### src/rtl/core/btx_pkg.sv
package btx_pkg;

    localparam int NUM_REGS = 7;

    localparam logic [2:0] KIND_REG   = 3'd0;
    localparam logic [2:0] KIND_WRITE = 3'd1;
    localparam logic [2:0] KIND_READ  = 3'd2;
    localparam logic [2:0] KIND_BAD   = 3'd3;
    localparam logic [2:0] KIND_STRAY = 3'd4;

    localparam logic [2:0] REG_B  = 3'd0;
    localparam logic [2:0] REG_C  = 3'd1;
    localparam logic [2:0] REG_D  = 3'd2;
    localparam logic [2:0] REG_E  = 3'd3;
    localparam logic [2:0] REG_H  = 3'd4;
    localparam logic [2:0] REG_L  = 3'd5;
    localparam logic [2:0] NO_REG = 3'd6;
    localparam logic [2:0] REG_A  = 3'd7;

    localparam logic [3:0] CYC_MOV     = 4'd5;
    localparam logic [3:0] CYC_SHORT   = 4'd7;
    localparam logic [3:0] CYC_MVI_MEM = 4'd10;
    localparam logic [3:0] CYC_DIRECT  = 4'd13;

    localparam logic [7:0] OP_STAX_B   = 8'h02;
    localparam logic [7:0] OP_STAX_D   = 8'h12;
    localparam logic [7:0] OP_LDAX_B   = 8'h0A;
    localparam logic [7:0] OP_LDAX_D   = 8'h1A;
    localparam logic [7:0] OP_STA      = 8'h32;
    localparam logic [7:0] OP_LDA      = 8'h3A;
    localparam logic [7:0] OP_MOV_MM   = 8'h76;
    localparam logic [7:0] OP_MOV_LO   = 8'h40;
    localparam logic [7:0] OP_MOV_HI   = 8'h7F;
    localparam logic [7:0] OP_MVI_MASK = 8'hC7;
    localparam logic [7:0] OP_MVI_PAT  = 8'h06;

    typedef logic [NUM_REGS-1:0][7:0] regs_t;

    typedef struct packed {
        logic [2:0]  kind;
        logic [15:0] mem_addr;
        logic [7:0]  write_data;
        logic [2:0]  dest_index;
        logic [7:0]  dest_value;
        logic [3:0]  cycle_count;
        logic [1:0]  pc_inc;
        logic        reg_we;
        logic [2:0]  reg_code;
        logic [7:0]  reg_wdata;
        logic        pend_set;
        logic        pend_clear;
        logic [2:0]  pend_dest;
        logic [3:0]  pend_cycles;
    } exec_t;

    // storage slot of a register code; A (and the unused code) live in the last slot
    function automatic logic [2:0] slot_of(input logic [2:0] code);
        return (code > REG_L) ? 3'd6 : code;
    endfunction

endpackage

### src/rtl/core/byte_transfer_execute_unit.sv
// Executes the 8-bit transfer group (MOV, MVI, STAX, LDAX, STA, LDA) against
// its own B,C,D,E,H,L,A registers and 16-bit PC. One item (an instruction or
// the read data that completes a pending load) is taken every clock unless the
// pipe is held; its result passes through the input register and then the result
// register, with decode, register-file read and PC add between them. A full
// result register with m_ready low holds the pipe; s_ready stays high as long
// as the result register is empty or being taken.
module byte_transfer_execute_unit (
    input  logic        aclk,
    input  logic        aresetn,

    input  logic        s_valid,
    output logic        s_ready,
    input  logic        s_action,
    input  logic [7:0]  s_opcode,
    input  logic [15:0] s_operand_word,
    input  logic [7:0]  s_read_data,

    output logic        m_valid,
    input  logic        m_ready,
    output logic [2:0]  m_kind,
    output logic [15:0] m_mem_addr,
    output logic [7:0]  m_write_data,
    output logic [2:0]  m_dest_index,
    output logic [7:0]  m_dest_value,
    output logic [3:0]  m_cycle_count,
    output logic [15:0] m_next_pc
);

    logic        in_valid_reg;
    logic        action_reg;
    logic [7:0]  opcode_reg;
    logic [15:0] operand_reg;
    logic [7:0]  rdata_reg;

    logic [15:0] pc_reg;
    logic [15:0] pc_next;
    logic        load_pending_reg;
    logic [2:0]  pending_dest_reg;
    logic [3:0]  pending_cycles_reg;

    logic        m_valid_reg;
    logic [2:0]  m_kind_reg;
    logic [15:0] m_mem_addr_reg;
    logic [7:0]  m_write_data_reg;
    logic [2:0]  m_dest_index_reg;
    logic [7:0]  m_dest_value_reg;
    logic [3:0]  m_cycle_count_reg;
    logic [15:0] m_next_pc_reg;

    logic           advance;
    logic           fire;
    btx_pkg::regs_t regs;
    btx_pkg::exec_t ex;

    assign advance = !m_valid_reg || m_ready;
    assign s_ready = !in_valid_reg || advance;
    assign fire    = in_valid_reg && advance;
    assign pc_next = pc_reg + {14'd0, ex.pc_inc};

    btx_regfile u_regfile (
        .aclk    (aclk),
        .aresetn (aresetn),
        .we      (fire && ex.reg_we),
        .code    (ex.reg_code),
        .wdata   (ex.reg_wdata),
        .regs    (regs)
    );

    btx_exec u_exec (
        .action         (action_reg),
        .opcode         (opcode_reg),
        .operand_word   (operand_reg),
        .read_data      (rdata_reg),
        .regs           (regs),
        .load_pending   (load_pending_reg),
        .pending_dest   (pending_dest_reg),
        .pending_cycles (pending_cycles_reg),
        .ex             (ex)
    );

    // input register
    always_ff @(posedge aclk) begin
        if (!aresetn) begin
            in_valid_reg <= 1'b0;
        end else if (s_ready) begin
            in_valid_reg <= s_valid;
        end
    end

    always_ff @(posedge aclk) begin
        if (s_valid && s_ready) begin
            action_reg  <= s_action;
            opcode_reg  <= s_opcode;
            operand_reg <= s_operand_word;
            rdata_reg   <= s_read_data;
        end
    end

    // architectural state
    always_ff @(posedge aclk) begin
        if (!aresetn) begin
            pc_reg             <= '0;
            load_pending_reg   <= 1'b0;
            pending_dest_reg   <= '0;
            pending_cycles_reg <= '0;
        end else if (fire) begin
            pc_reg <= pc_next;
            if (ex.pend_set) begin
                load_pending_reg   <= 1'b1;
                pending_dest_reg   <= ex.pend_dest;
                pending_cycles_reg <= ex.pend_cycles;
            end else if (ex.pend_clear) begin
                load_pending_reg <= 1'b0;
            end
        end
    end

    // result register
    always_ff @(posedge aclk) begin
        if (!aresetn) begin
            m_valid_reg <= 1'b0;
        end else if (advance) begin
            m_valid_reg <= in_valid_reg;
        end
    end

    always_ff @(posedge aclk) begin
        if (fire) begin
            m_kind_reg        <= ex.kind;
            m_mem_addr_reg    <= ex.mem_addr;
            m_write_data_reg  <= ex.write_data;
            m_dest_index_reg  <= ex.dest_index;
            m_dest_value_reg  <= ex.dest_value;
            m_cycle_count_reg <= ex.cycle_count;
            m_next_pc_reg     <= pc_next;
        end
    end

    assign m_valid       = m_valid_reg;
    assign m_kind        = m_kind_reg;
    assign m_mem_addr    = m_mem_addr_reg;
    assign m_write_data  = m_write_data_reg;
    assign m_dest_index  = m_dest_index_reg;
    assign m_dest_value  = m_dest_value_reg;
    assign m_cycle_count = m_cycle_count_reg;
    assign m_next_pc     = m_next_pc_reg;

    a_no_idle_stall: assert property (@(posedge aclk) disable iff (!aresetn)
        !m_valid_reg |-> s_ready)
        else $error("input stalled with empty result register");

    a_read_sets_pending: assert property (@(posedge aclk) disable iff (!aresetn)
        fire && ex.kind == btx_pkg::KIND_READ |=> load_pending_reg)
        else $error("read request did not leave a pending load");

    a_pending_completes: assert property (@(posedge aclk) disable iff (!aresetn)
        fire && action_reg && load_pending_reg
        |=> m_valid_reg && m_kind_reg == btx_pkg::KIND_REG && !load_pending_reg)
        else $error("pending load not completed by read data");

    a_bad_keeps_pc: assert property (@(posedge aclk) disable iff (!aresetn)
        fire && (ex.kind == btx_pkg::KIND_BAD || ex.kind == btx_pkg::KIND_STRAY)
        |=> pc_reg == $past(pc_reg) && m_next_pc_reg == pc_reg)
        else $error("PC moved on an error result");

endmodule

### src/rtl/core/btx_regfile.sv
module btx_regfile (
    input  logic             aclk,
    input  logic             aresetn,
    input  logic             we,
    input  logic [2:0]       code,
    input  logic [7:0]       wdata,
    output btx_pkg::regs_t   regs
);

    btx_pkg::regs_t regs_reg;

    always_ff @(posedge aclk) begin
        if (!aresetn) begin
            regs_reg <= '0;
        end else if (we) begin
            regs_reg[btx_pkg::slot_of(code)] <= wdata;
        end
    end

    assign regs = regs_reg;

endmodule

### src/rtl/core/btx_exec.sv
module btx_exec (
    input  logic             action,
    input  logic [7:0]       opcode,
    input  logic [15:0]      operand_word,
    input  logic [7:0]       read_data,
    input  btx_pkg::regs_t   regs,
    input  logic             load_pending,
    input  logic [2:0]       pending_dest,
    input  logic [3:0]       pending_cycles,
    output btx_pkg::exec_t   ex
);

    logic [2:0]  src;
    logic [2:0]  dst;
    logic [7:0]  src_val;
    logic [7:0]  acc_val;
    logic [15:0] addr_hl;
    logic [15:0] addr_bc;
    logic [15:0] addr_de;

    assign src     = opcode[2:0];
    assign dst     = opcode[5:3];
    assign src_val = regs[btx_pkg::slot_of(src)];
    assign acc_val = regs[btx_pkg::slot_of(btx_pkg::REG_A)];
    assign addr_hl = {regs[btx_pkg::slot_of(btx_pkg::REG_H)],
                      regs[btx_pkg::slot_of(btx_pkg::REG_L)]};
    assign addr_bc = {regs[btx_pkg::slot_of(btx_pkg::REG_B)],
                      regs[btx_pkg::slot_of(btx_pkg::REG_C)]};
    assign addr_de = {regs[btx_pkg::slot_of(btx_pkg::REG_D)],
                      regs[btx_pkg::slot_of(btx_pkg::REG_E)]};

    always_comb begin
        ex = '0;
        ex.dest_index = btx_pkg::NO_REG;
        if (action) begin
            if (load_pending) begin
                ex.kind        = btx_pkg::KIND_REG;
                ex.dest_index  = pending_dest;
                ex.dest_value  = read_data;
                ex.cycle_count = pending_cycles;
                ex.reg_we      = 1'b1;
                ex.reg_code    = pending_dest;
                ex.reg_wdata   = read_data;
                ex.pend_clear  = 1'b1;
            end else begin
                ex.kind = btx_pkg::KIND_STRAY;
            end
        end else if (opcode inside {[btx_pkg::OP_MOV_LO:btx_pkg::OP_MOV_HI]}
                     && opcode != btx_pkg::OP_MOV_MM) begin
            ex.pc_inc     = 2'd1;
            ex.pend_clear = 1'b1;
            if (src == btx_pkg::NO_REG) begin
                ex.kind        = btx_pkg::KIND_READ;
                ex.mem_addr    = addr_hl;
                ex.cycle_count = btx_pkg::CYC_SHORT;
                ex.pend_set    = 1'b1;
                ex.pend_dest   = dst;
                ex.pend_cycles = btx_pkg::CYC_SHORT;
            end else if (dst == btx_pkg::NO_REG) begin
                ex.kind        = btx_pkg::KIND_WRITE;
                ex.mem_addr    = addr_hl;
                ex.write_data  = src_val;
                ex.cycle_count = btx_pkg::CYC_SHORT;
            end else begin
                ex.kind        = btx_pkg::KIND_REG;
                ex.dest_index  = dst;
                ex.dest_value  = src_val;
                ex.cycle_count = btx_pkg::CYC_MOV;
                ex.reg_we      = 1'b1;
                ex.reg_code    = dst;
                ex.reg_wdata   = src_val;
            end
        end else if ((opcode & btx_pkg::OP_MVI_MASK) == btx_pkg::OP_MVI_PAT) begin
            ex.pc_inc     = 2'd2;
            ex.pend_clear = 1'b1;
            if (dst == btx_pkg::NO_REG) begin
                ex.kind        = btx_pkg::KIND_WRITE;
                ex.mem_addr    = addr_hl;
                ex.write_data  = operand_word[7:0];
                ex.cycle_count = btx_pkg::CYC_MVI_MEM;
            end else begin
                ex.kind        = btx_pkg::KIND_REG;
                ex.dest_index  = dst;
                ex.dest_value  = operand_word[7:0];
                ex.cycle_count = btx_pkg::CYC_SHORT;
                ex.reg_we      = 1'b1;
                ex.reg_code    = dst;
                ex.reg_wdata   = operand_word[7:0];
            end
        end else if (opcode == btx_pkg::OP_STAX_B || opcode == btx_pkg::OP_STAX_D) begin
            ex.pc_inc      = 2'd1;
            ex.pend_clear  = 1'b1;
            ex.kind        = btx_pkg::KIND_WRITE;
            ex.mem_addr    = (opcode == btx_pkg::OP_STAX_B) ? addr_bc : addr_de;
            ex.write_data  = acc_val;
            ex.cycle_count = btx_pkg::CYC_SHORT;
        end else if (opcode == btx_pkg::OP_LDAX_B || opcode == btx_pkg::OP_LDAX_D) begin
            ex.pc_inc      = 2'd1;
            ex.pend_clear  = 1'b1;
            ex.kind        = btx_pkg::KIND_READ;
            ex.mem_addr    = (opcode == btx_pkg::OP_LDAX_B) ? addr_bc : addr_de;
            ex.cycle_count = btx_pkg::CYC_SHORT;
            ex.pend_set    = 1'b1;
            ex.pend_dest   = btx_pkg::REG_A;
            ex.pend_cycles = btx_pkg::CYC_SHORT;
        end else if (opcode == btx_pkg::OP_STA) begin
            ex.pc_inc      = 2'd3;
            ex.pend_clear  = 1'b1;
            ex.kind        = btx_pkg::KIND_WRITE;
            ex.mem_addr    = operand_word;
            ex.write_data  = acc_val;
            ex.cycle_count = btx_pkg::CYC_DIRECT;
        end else if (opcode == btx_pkg::OP_LDA) begin
            ex.pc_inc      = 2'd3;
            ex.pend_clear  = 1'b1;
            ex.kind        = btx_pkg::KIND_READ;
            ex.mem_addr    = operand_word;
            ex.cycle_count = btx_pkg::CYC_DIRECT;
            ex.pend_set    = 1'b1;
            ex.pend_dest   = btx_pkg::REG_A;
            ex.pend_cycles = btx_pkg::CYC_DIRECT;
        end else begin
            ex.kind = btx_pkg::KIND_BAD;
        end
    end

endmodule
### config.mk
export PLATFORM = sky130hd
export DESIGN_NAME = byte_transfer_execute_unit
export DESIGN_NICKNAME = d
export VERILOG_FILES = /design/src/rtl/core/btx_pkg.sv /design/src/rtl/core/byte_transfer_execute_unit.sv /design/src/rtl/core/btx_regfile.sv /design/src/rtl/core/btx_exec.sv
export SDC_FILE = /design/constraint.sdc
export NUM_CORES = 1
export LEC_CHECK = 0
export ABC_AREA = 1
export BUFFER_PORTS_ARGS = -buffer_cell sky130_fd_sc_hd__buf_2
export CAP_MARGIN = 20
export CORE_ASPECT_RATIO = 2
export CORE_MARGIN = 1
export CORE_UTILIZATION = 50
export DETAILED_ROUTE_END_ITERATION = 10
export PLACE_DENSITY = 0.71
export SYNTH_ARGS = -nofsm -noshare
export SYNTH_HDL_FRONTEND = slang
export SYNTH_SLANG_ARGS = --single-unit
### constraint.sdc
create_clock -name aclk -period 6.4 [get_ports aclk]
set_input_delay 1.28 -clock aclk [delete_from_list [all_inputs] [get_ports aclk]]
set_output_delay 1.28 -clock aclk [all_outputs]
set_load 0.02 [all_outputs]
==> results of run 1 <==
[synthesized netlist by cell type (2+ instances only)]
library cell	number
a21oi_1	49
buf_6	6
nor2_1	168
nor2_2	6
inv_1	128
clkbuf_1	15
ha_1	2
nor3_1	5
o31ai_1	15
buf_4	4
xor2_1	10
o21ai_0	52
nand4_1	4
nand2_1	264
nand3_2	4
edfxtp_1	90
o22ai_1	8
dfxtp_1	81
buf_2	11
nand3_1	64
clkinv_1	5
xnor2_1	2
buf_1	2
nand2_2	15
nand2_4	6
inv_2	3
a31oi_1	9
[cells in the final DEF (no fill, tap or decap), types with 5 or more instances in the layout]
master | synthesis | layout
inv_1 | 128 | 128
inv_6 | 0 | 5
o21ai_0 | 52 | 52
nor2_1 | 168 | 168
buf_4 | 4 | 6
a31oi_1 | 9 | 9
nor3_1 | 5 | 5
a21oi_1 | 49 | 49
nand2_1 | 264 | 264
xor2_1 | 10 | 10
edfxtp_1 | 90 | 90
nand2_2 | 15 | 15
buf_2 | 11 | 96
o31ai_1 | 15 | 15
clkbuf_16 | 0 | 17
nor2_2 | 6 | 6
dfxtp_1 | 81 | 81
nand3_1 | 64 | 64
nand2_4 | 6 | 6
o22ai_1 | 8 | 8
[per-layer routing]
layer  track usage  wire [um]
met5             0          0
met3        0.0509       1240
met1         0.286       8060
met4         0.268       2200
met2         0.499      12000
[logic make-up after synthesis]
| family | Yosys count | synth area share |
|---|---|---|
| buf+inv | 174 | 0.0879 |
| xor+xnor | 12 | 0.0127 |
| flops | 171 | 0.523 |
| simple gates | 541 | 0.276 |
| fa+ha+maj | 3 | 0.00545 |
| compound gates | 139 | 0.0950 |
[worst max-delay path: stages, from the launching register on]
cell	delay [ns]
edfxtp_1	0.45
inv_1	0.33
nand3_1	0.19
nor2_2	0.33
nor2_2	0.27
a31oi_1	0.23
ha_1	0.20
inv_1	0.06
fa_1	0.40
inv_1	0.07
nand3_1	0.10
nor2_1	0.19
inv_1	0.08
nor2_1	0.16
nand3_1	0.11
xor2_1	0.16
o21ai_0	0.17
inv_1	0.06
[worst paths after layout]
kind                               to  slack [ns]                start  cells past startpoint
setup reg to reg           pc_reg[14]        2.74        opcode_reg[2]                     17
setup / recovery           pc_reg[14]        2.74        opcode_reg[2]                     17
hold / removal    pending_dest_reg[0]        0.45  pending_dest_reg[0]                      2
hold reg to reg   pending_dest_reg[0]        0.45  pending_dest_reg[0]                      2
[power by group]
group / internal [W] / switching (W)
Sequential: 0.00120 / 0.0000233
Clock: 0.000594 / 0.000463
Combinational: 0.0000572 / 0.000153
[cell type report]
cell class / instances / area share
flip-flops and latches: 171 / 0.458
repair buffers: 102 / 0.0557
clock buffers: 18 / 0.0466
inverters: 136 / 0.0541
multi-input cells: 695 / 0.341
clock inverters: 14 / 0.0168
well taps: 204 / 0.0271
[metrics by stage]
stage / utilization / setup WS (ns) / cell area [sq um] / instances / total power [W]
finish: 0.583 / 2.74 / 9430 / 1340 / 0.00249
CTS: 0.583 / 2.71 / 9430 / 1340 / 0.00250
global placement: 0.546 / 2.86 / 8830 / 1308 / 0.00145
global route: 0.583 / 2.28 / 9430 / 1340 / 0.00256
detailed placement: 0.546 / 2.72 / 8830 / 1308 / 0.00145
floorplan: - / 2.57 / 8270 / 1040 / 0.00138
==> qor.csv, run 1 <==
metric,value,unit
Core ar.,16200,sq um
post-route ant nets,0,
Final Hold Fails,0,
Syn Inst Count,1040,
layout cell share with drive strength beyond 1,0.153,
Cell Pwr Density,264,nW/um^2
CP Launch Type,flip-flop,
Longest Clk Path Bufs,2,
Max-slew headroom,0.367,
number of flops mapped to enable cells by yosys,90,
Netlist cell types,39,
PortBufs,96,
WP data arrival,3.99,ns
Storage cell area,4320,sq um
Hold Crit Class,flip-flop to flip-flop,
area grow syn2layout,14.1,%
clock root buffer,clkbuf_16,
synthesized area,8270,sq um
minimum clock period,3.66,ns
CP Max Fanout,18,
number of setup violations in the final report,0,
Worst Tran Pin Value,0.949,ns
H-tree depth,4,
Final Cycle Share,0.572,
GRT Resource Usage Total,0.289,
Die ar.,17100,sq um
DRC violations left,0,
initial antenna violation count,0,
die width,92.9,um
TritonCTS Buffers,17,
post-CTS resize count,0,
Wirelength per Cell,17.5,um
I/O Pins,97,
area of the multi-input gates,3220,sq um
row cnt,66,
WS Path Type,flip-flop to flip-flop,
max-cap violation count,0,
Via density,5.37,
peak supply drop,0.000176,V
crit path capture type,flip-flop,
final WL,23.5,mm
ant diodes,0,
Slew Limit Fails,0,
Synth area leaders,"edfxtp_1 33%, dfxtp_1 20%, nand2_1 12%",
Yosys warning total,0,
nets@finish,1163,
RePlAce Congestion,1.02,
Iteration-0 DRC Markers,576,
Vias,7194,
Post-DP HPWL,16.7,mm
GR Overflow Total,0,
Synth Flop Type,edfxtp_1,
largest net degree at the start of global routing,57,
"area leader, netlist",edfxtp_1,
"Clk Latency, worst-skew pair",0.44,ns
clk_skew,0.0149,ns
number of fillers in the final layout,1517,
number of global-route vias before repair,6946,
Clock Pin Slew Worst Setup and Hold Paths,0.07,ns
first-pass GRT wire length,36.4,mm
Starting Density,0.511,
TritonCTS sink count,171,
leakage,4.23,nW
max reg flops,56,
TritonCTS clock tree,done,
post-synthesis sequential area ratio,0.523,
synthesized flop and latch total,171,
syn avg cell area,7.95,sq um
Post-CTS Hold Buffers,0,
hold slack,0.453,ns
Critical Path RT,6.73,ns
"Net Count, Synth",1080,
setup TNS,0,ns
DRT Pass-1 Iters,5,
Die Y,184,um
ys async rst share,0,
run status,finished clean,
top-area cell type share of the netlist area,0.327,
f_max,273,MHz
setup repair after global routing missed its margin,no,
number of setup buffers added after CTS,0,
No activity file was read; power rests on OpenSTA's default activity.
==> run 2, diff against run 1 <==
- clock period: 6.4 -> 3.7 ns (I/O delays scaled with it)
==> run 2 against run 1 <==
  * Worst setup slack got worse by 2.2 ns
  * Via count about the same
  * Final area increased by 0.60%
  * Critical path type unchanged
  * Critical endpoint unchanged
==> qor.csv, run 2 (same netlist as run 1, synthesis figures left out) <==
metric,value,unit
run status,finished clean,
RePlAce Congestion,0.989,
row cnt,66,
power share of the combinational group,0.090,
Slew Limit Fails,0,
Clock Pin Slew Worst Setup and Hold Paths,0.07,ns
Cell Pwr Density,443,nW/um^2
wire length on met1,8.30,mm
DRC violations left,0,
CP top delay family,simple AND/OR/NAND/NOR gates,
die width,92.9,um
Post-CTS Hold Buffers,0,
Final Cycle Share,0.859,
nets@finish,1174,
WS Path Type,flip-flop to flip-flop,
TritonCTS Buffers,17,
TritonCTS sink count,171,
"most common cell after layout, fill and taps aside",nand2_1,
number of fillers in the final layout,1515,
setup repair after global routing missed its margin,no,
Max-slew headroom,0.403,
CP Launch Type,flip-flop,
Pwr Total,0.00421,W
WL met3,1.18,mm
"Clk Latency, worst-skew pair",0.44,ns
crit path max-delay cell type,edfxtp_1,
FF-to-FF Start,opcode_reg[7],
Worst Tran Pin Value,0.890,ns
H-tree depth,4,
internal power,0.00309,W
worst setup path start,opcode_reg[7],
Min-Delay Startpoint,pending_dest_reg[0],
setup TNS,0,ns
Hold Crit Class,flip-flop to flip-flop,
Sw Ratio,0.266,
Critical Path RT,4.04,ns
max reg flops,56,
area grow syn2layout,14.7,%
clk_skew,0.0102,ns
most frequent cells in the layout,"264 x nand2_1, 168 x nor2_1, 128 x inv_1",
Psw,0.00112,W
I/O Pins,97,
final WL,23.9,mm
Post-DP HPWL,17.1,mm
CP Max Fanout,5,
minimum clock period,3.18,ns
DR top layer,met4,
Vias,7191,
cell mode on critical path,inv_1,
WP data arrival,3.52,ns
TritonCTS clock tree,done,
Die ar.,17100,sq um
number of setup buffers added after CTS,0,
Storage cell area,4320,sq um
Core ar.,16200,sq um
peak supply drop,0.000323,V
GR Overflow Total,0,
Die Y,184,um
post-route ant nets,0,
Clock Power Share,0.409,
crit path cell chain,nor2_2 -> nand2_1 -> nor2_1 -> nor2_2 -> a31oi_1 -> ha_1 -> inv_1 -> fa_1 -> inv_1 -> nand3_1 -> nor2_1 -> inv_1 -> nor2_1 -> nand3_1 -> xor2_1 -> o21ai_0 -> inv_1,
"Buf+Inv Stages, Crit Path",4,
GRT Resource Usage Total,0.290,
leakage,4.26,nW
crit path capture type,flip-flop,
number of global-route vias before repair,6737,
clock root buffer,clkbuf_16,
number of setup violations in the final report,0,
Starting Density,0.511,
WL met2,12.4,mm
Wirelength per Cell,17.7,um
largest net degree at the start of global routing,66,
max-cap violation count,0,
ant diodes,0,
DRT Pass-1 Iters,5,
Final Hold Fails,0,
initial antenna violation count,0,
CP max stage delay,0.44,ns
post-CTS resize count,0,
PortBufs,96,
sequential power share,0.501,
first-pass GRT wire length,35.9,mm
f_max,314,MHz
layout cell share with drive strength beyond 1,0.161,
Iteration-0 DRC Markers,544,
area of the multi-input gates,3220,sq um
Via density,5.32,
Longest Clk Path Bufs,2,
## run 2: cell count changes in the layout (fill, tap and decap cells not counted), sizes merged
cell | previous run | this run
clkinv | 9 | 6
bufinv | 2 | 0
clkbuf | 18 | 19
inv | 138 | 139
buf | 102 | 113
clkinvlp | 1 | 4
## run 2: tightest hold or removal path: cells and delay by family, from the launching register on
kind / cells / cell delay, ns
AOI/OAI and AO/OA: 1 / 0.06
buffers and inverters: 1 / 0.06
DFF: 1 / 0.30
## run 2: cell type report
type | instances | area share
flip-flops and latches | 171 | 0.456
multi-input cells | 695 | 0.339
repair buffers | 113 | 0.0654
inverters | 136 | 0.0538
clock buffers | 19 | 0.0477
well taps | 204 | 0.0269
clock inverters | 13 | 0.0112
## run 2: per-stage QoR
step	hold slack, ns	instances	worst slack (ns)	util	area [sq um]
6_report	0.463	1351	0.520	0.586	9490
5_1_grt	0.453	1351	0.0713	0.586	9490
4_1_cts	0.456	1351	0.522	0.586	9490
3_5_place_dp	0.451	1319	0.515	0.552	8930
3_3_place_gp	0.439	1319	0.574	0.552	8930
2_1_floorplan	0.427	1040	0.407	-	8270
## run 2: final timing paths
kind	endpoint	slack, ns	depth (start not counted)
worst max register to register	pc_reg[14]	0.52	17
worst max-delay path	pc_reg[14]	0.52	17
worst min register to register	pending_dest_reg[0]	0.46	2
worst min-delay path	pending_dest_reg[0]	0.46	2
## run 2: metal layers
| metal | vias up | track usage |
|---|---|---|
| met5 | - | 0 |
| met4 | 0 | 0.242 |
| met3 | 107 | 0.0538 |
| met2 | 295 | 0.510 |
| met1 | 3272 | 0.288 |
| li1 | 3517 | - |
## run 2: power by group through the flow
stage	Sequential, W	Clock (W)	Combinational [W]
2_1_floorplan	0.00218	0	0.000210
5_1_grt	0.00212	0.00181	0.000413
3_3_place_gp	0.00215	0	0.000369
4_1_cts	0.00211	0.00175	0.000375
6_report	0.00211	0.00172	0.000377
3_5_place_dp	0.00215	0	0.000373
==> run 3, diff against run 2 <==
- REMOVE_ABC_BUFFERS: default -> 1
==> run 3 against run 2 <==
  * Clock power grew 13%
  * Critical path depth is the same
  * Global-route usage shrank 1.4 points
  * Combinational power shrank 1%
  * Wire length shrank 5.7%
  * Core utilization grew 0.49 points
  * Worst setup slack lost 0.021 ns
  * Maximum frequency shrank 0.65%
  * Sequential power is essentially flat
  * Via count shrank 0.57%
  * First-iteration DRC count shrank 14%
  * Worst hold slack lost 0.0096 ns
  * Critical path type unchanged
==> qor.csv, run 3 (same netlist as run 1, synthesis figures left out) <==
metric,value,unit
"Clk Latency, worst-skew pair",0.44,ns
WS Path Type,flip-flop to flip-flop,
minimum clock period,3.20,ns
initial antenna violation count,0,
DRT Pass-1 Iters,5,
CP Launch Type,flip-flop,
cell mode on critical path,inv_1,
max reg flops,56,
number of global-route vias before repair,6899,
CP Max Fanout,5,
Storage cell area,4320,sq um
crit path max-delay cell type,edfxtp_1,
TritonCTS Buffers,17,
crit path cell chain,nor2_2 -> nand2_1 -> nor2_1 -> nor2_2 -> a31oi_1 -> ha_1 -> inv_1 -> fa_1 -> inv_1 -> nand3_1 -> nor2_1 -> inv_1 -> nor2_1 -> nand3_1 -> xor2_1 -> o21ai_0 -> inv_1,
I/O Pins,97,
Starting Density,0.511,
Via density,5.29,
Core ar.,16200,sq um
GRT Resource Usage Total,0.276,
Longest Clk Path Bufs,2,
Final Cycle Share,0.865,
peak supply drop,0.000277,V
first-pass GRT wire length,35.0,mm
GR Overflow Total,0,
Clock Pin Slew Worst Setup and Hold Paths,0.08,ns
most frequent cells in the layout,"264 x nand2_1, 168 x nor2_1, 128 x inv_1",
RePlAce Congestion,0.962,
PortBufs,96,
DRC violations left,0,
Final Hold Fails,0,
ant diodes,0,
max-cap violation count,0,
post-route ant nets,0,
row cnt,66,
Slew Limit Fails,0,
setup repair after global routing missed its margin,no,
Final Cell Area,9570,sq um
TritonCTS clock tree,done,
Cell Pwr Density,462,nW/um^2
TritonCTS sink count,171,
WP data arrival,3.54,ns
number of setup buffers added after CTS,0,
Post-CTS Hold Buffers,0,
Die Y,184,um
Wirelength per Cell,16.7,um
number of fillers in the final layout,1510,
Max-slew headroom,0.386,
Die ar.,17100,sq um
Final Util,0.591,
Post-DP HPWL,15.5,mm
Iteration-0 DRC Markers,470,
area grow syn2layout,15.7,%
CP max stage delay,0.44,ns
run status,finished clean,
final WL,22.5,mm
Worst Tran Pin Value,0.915,ns
Critical Path RT,4.04,ns
die width,92.9,um
f_max,312,MHz
leakage,4.29,nW
clock root buffer,clkbuf_16,
H-tree depth,4,
largest net degree at the start of global routing,66,
area of the multi-input gates,3220,sq um
post-CTS resize count,0,
Vias,7150,
crit path capture type,flip-flop,
"most common cell after layout, fill and taps aside",nand2_1,
clk_skew,0.0135,ns
nets@finish,1174,
setup TNS,0,ns
layout cell share with drive strength beyond 1,0.160,
Hold Crit Class,flip-flop to flip-flop,
placed cell area,8930,sq um
number of setup violations in the final report,0,
run 3: cell types whose count changed in the layout (fill, tap and decap cells not counted):
cell	before	now
clkinvlp_4	4	3
bufinv_16	0	4
clkinv_4	0	2
clkinv_2	2	0
clkbuf_1	0	1
inv_6	5	3
clkbuf_8	2	0
run 3: critical path, delay by kind of cell (launching register included):
family / cells / cell delay, ns
AOI/OAI and AO/OA: 2 / 0.34
DFF: 1 / 0.44
buffers and inverters: 4 / 0.26
xor gates and xnor gates: 1 / 0.16
adders and majority gates: 2 / 0.59
and+or+nand+nor: 8 / 1.31
run 3: worst paths after layout:
kind                             from                  end  slack (ns)  cells after the start
setup / recovery        opcode_reg[7]           pc_reg[14]        0.50                     17
hold / removal    pending_dest_reg[0]  pending_dest_reg[0]        0.45                      2
setup reg to reg        opcode_reg[7]           pc_reg[14]        0.50                     17
hold reg to reg   pending_dest_reg[0]  pending_dest_reg[0]        0.45                      2
run 3: area by class of cell:
type / count / area share
clock buffer: 18 / 0.0449
timing repair buffer: 113 / 0.0649
sequential: 171 / 0.452
multi-input combinational: 695 / 0.336
tap: 204 / 0.0267
clock inverter: 14 / 0.0218
inverter: 136 / 0.0534
run 3: routing by layer:
layer | track usage | vias up | routed length, um
met5 | 0 | - | 0
met4 | 0.216 | 0 | 1660
met3 | 0.0401 | 89 | 1060
met2 | 0.486 | 301 | 11700
met1 | 0.287 | 3248 | 8130
li1 | - | 3512 | -
run 3: per-stage QoR:
stage	instances	hold WS, ns	total power, W	worst slack (ns)
6_report	1351	0.454	0.00442	0.499
5_1_grt	1351	0.464	0.00456	0.208
4_1_cts	1351	0.455	0.00445	0.512
3_5_place_dp	1319	0.446	0.00252	0.507
3_3_place_gp	1319	0.444	0.00252	0.607
2_1_floorplan	1002	0.427	0.00237	0.188
run 3: power breakdown:
group	switching, W	internal [W]
Combinational	0.000267	0.000105
Sequential	0.0000388	0.00207
Clock	0.000788	0.00115
Total	0.00109	0.00333
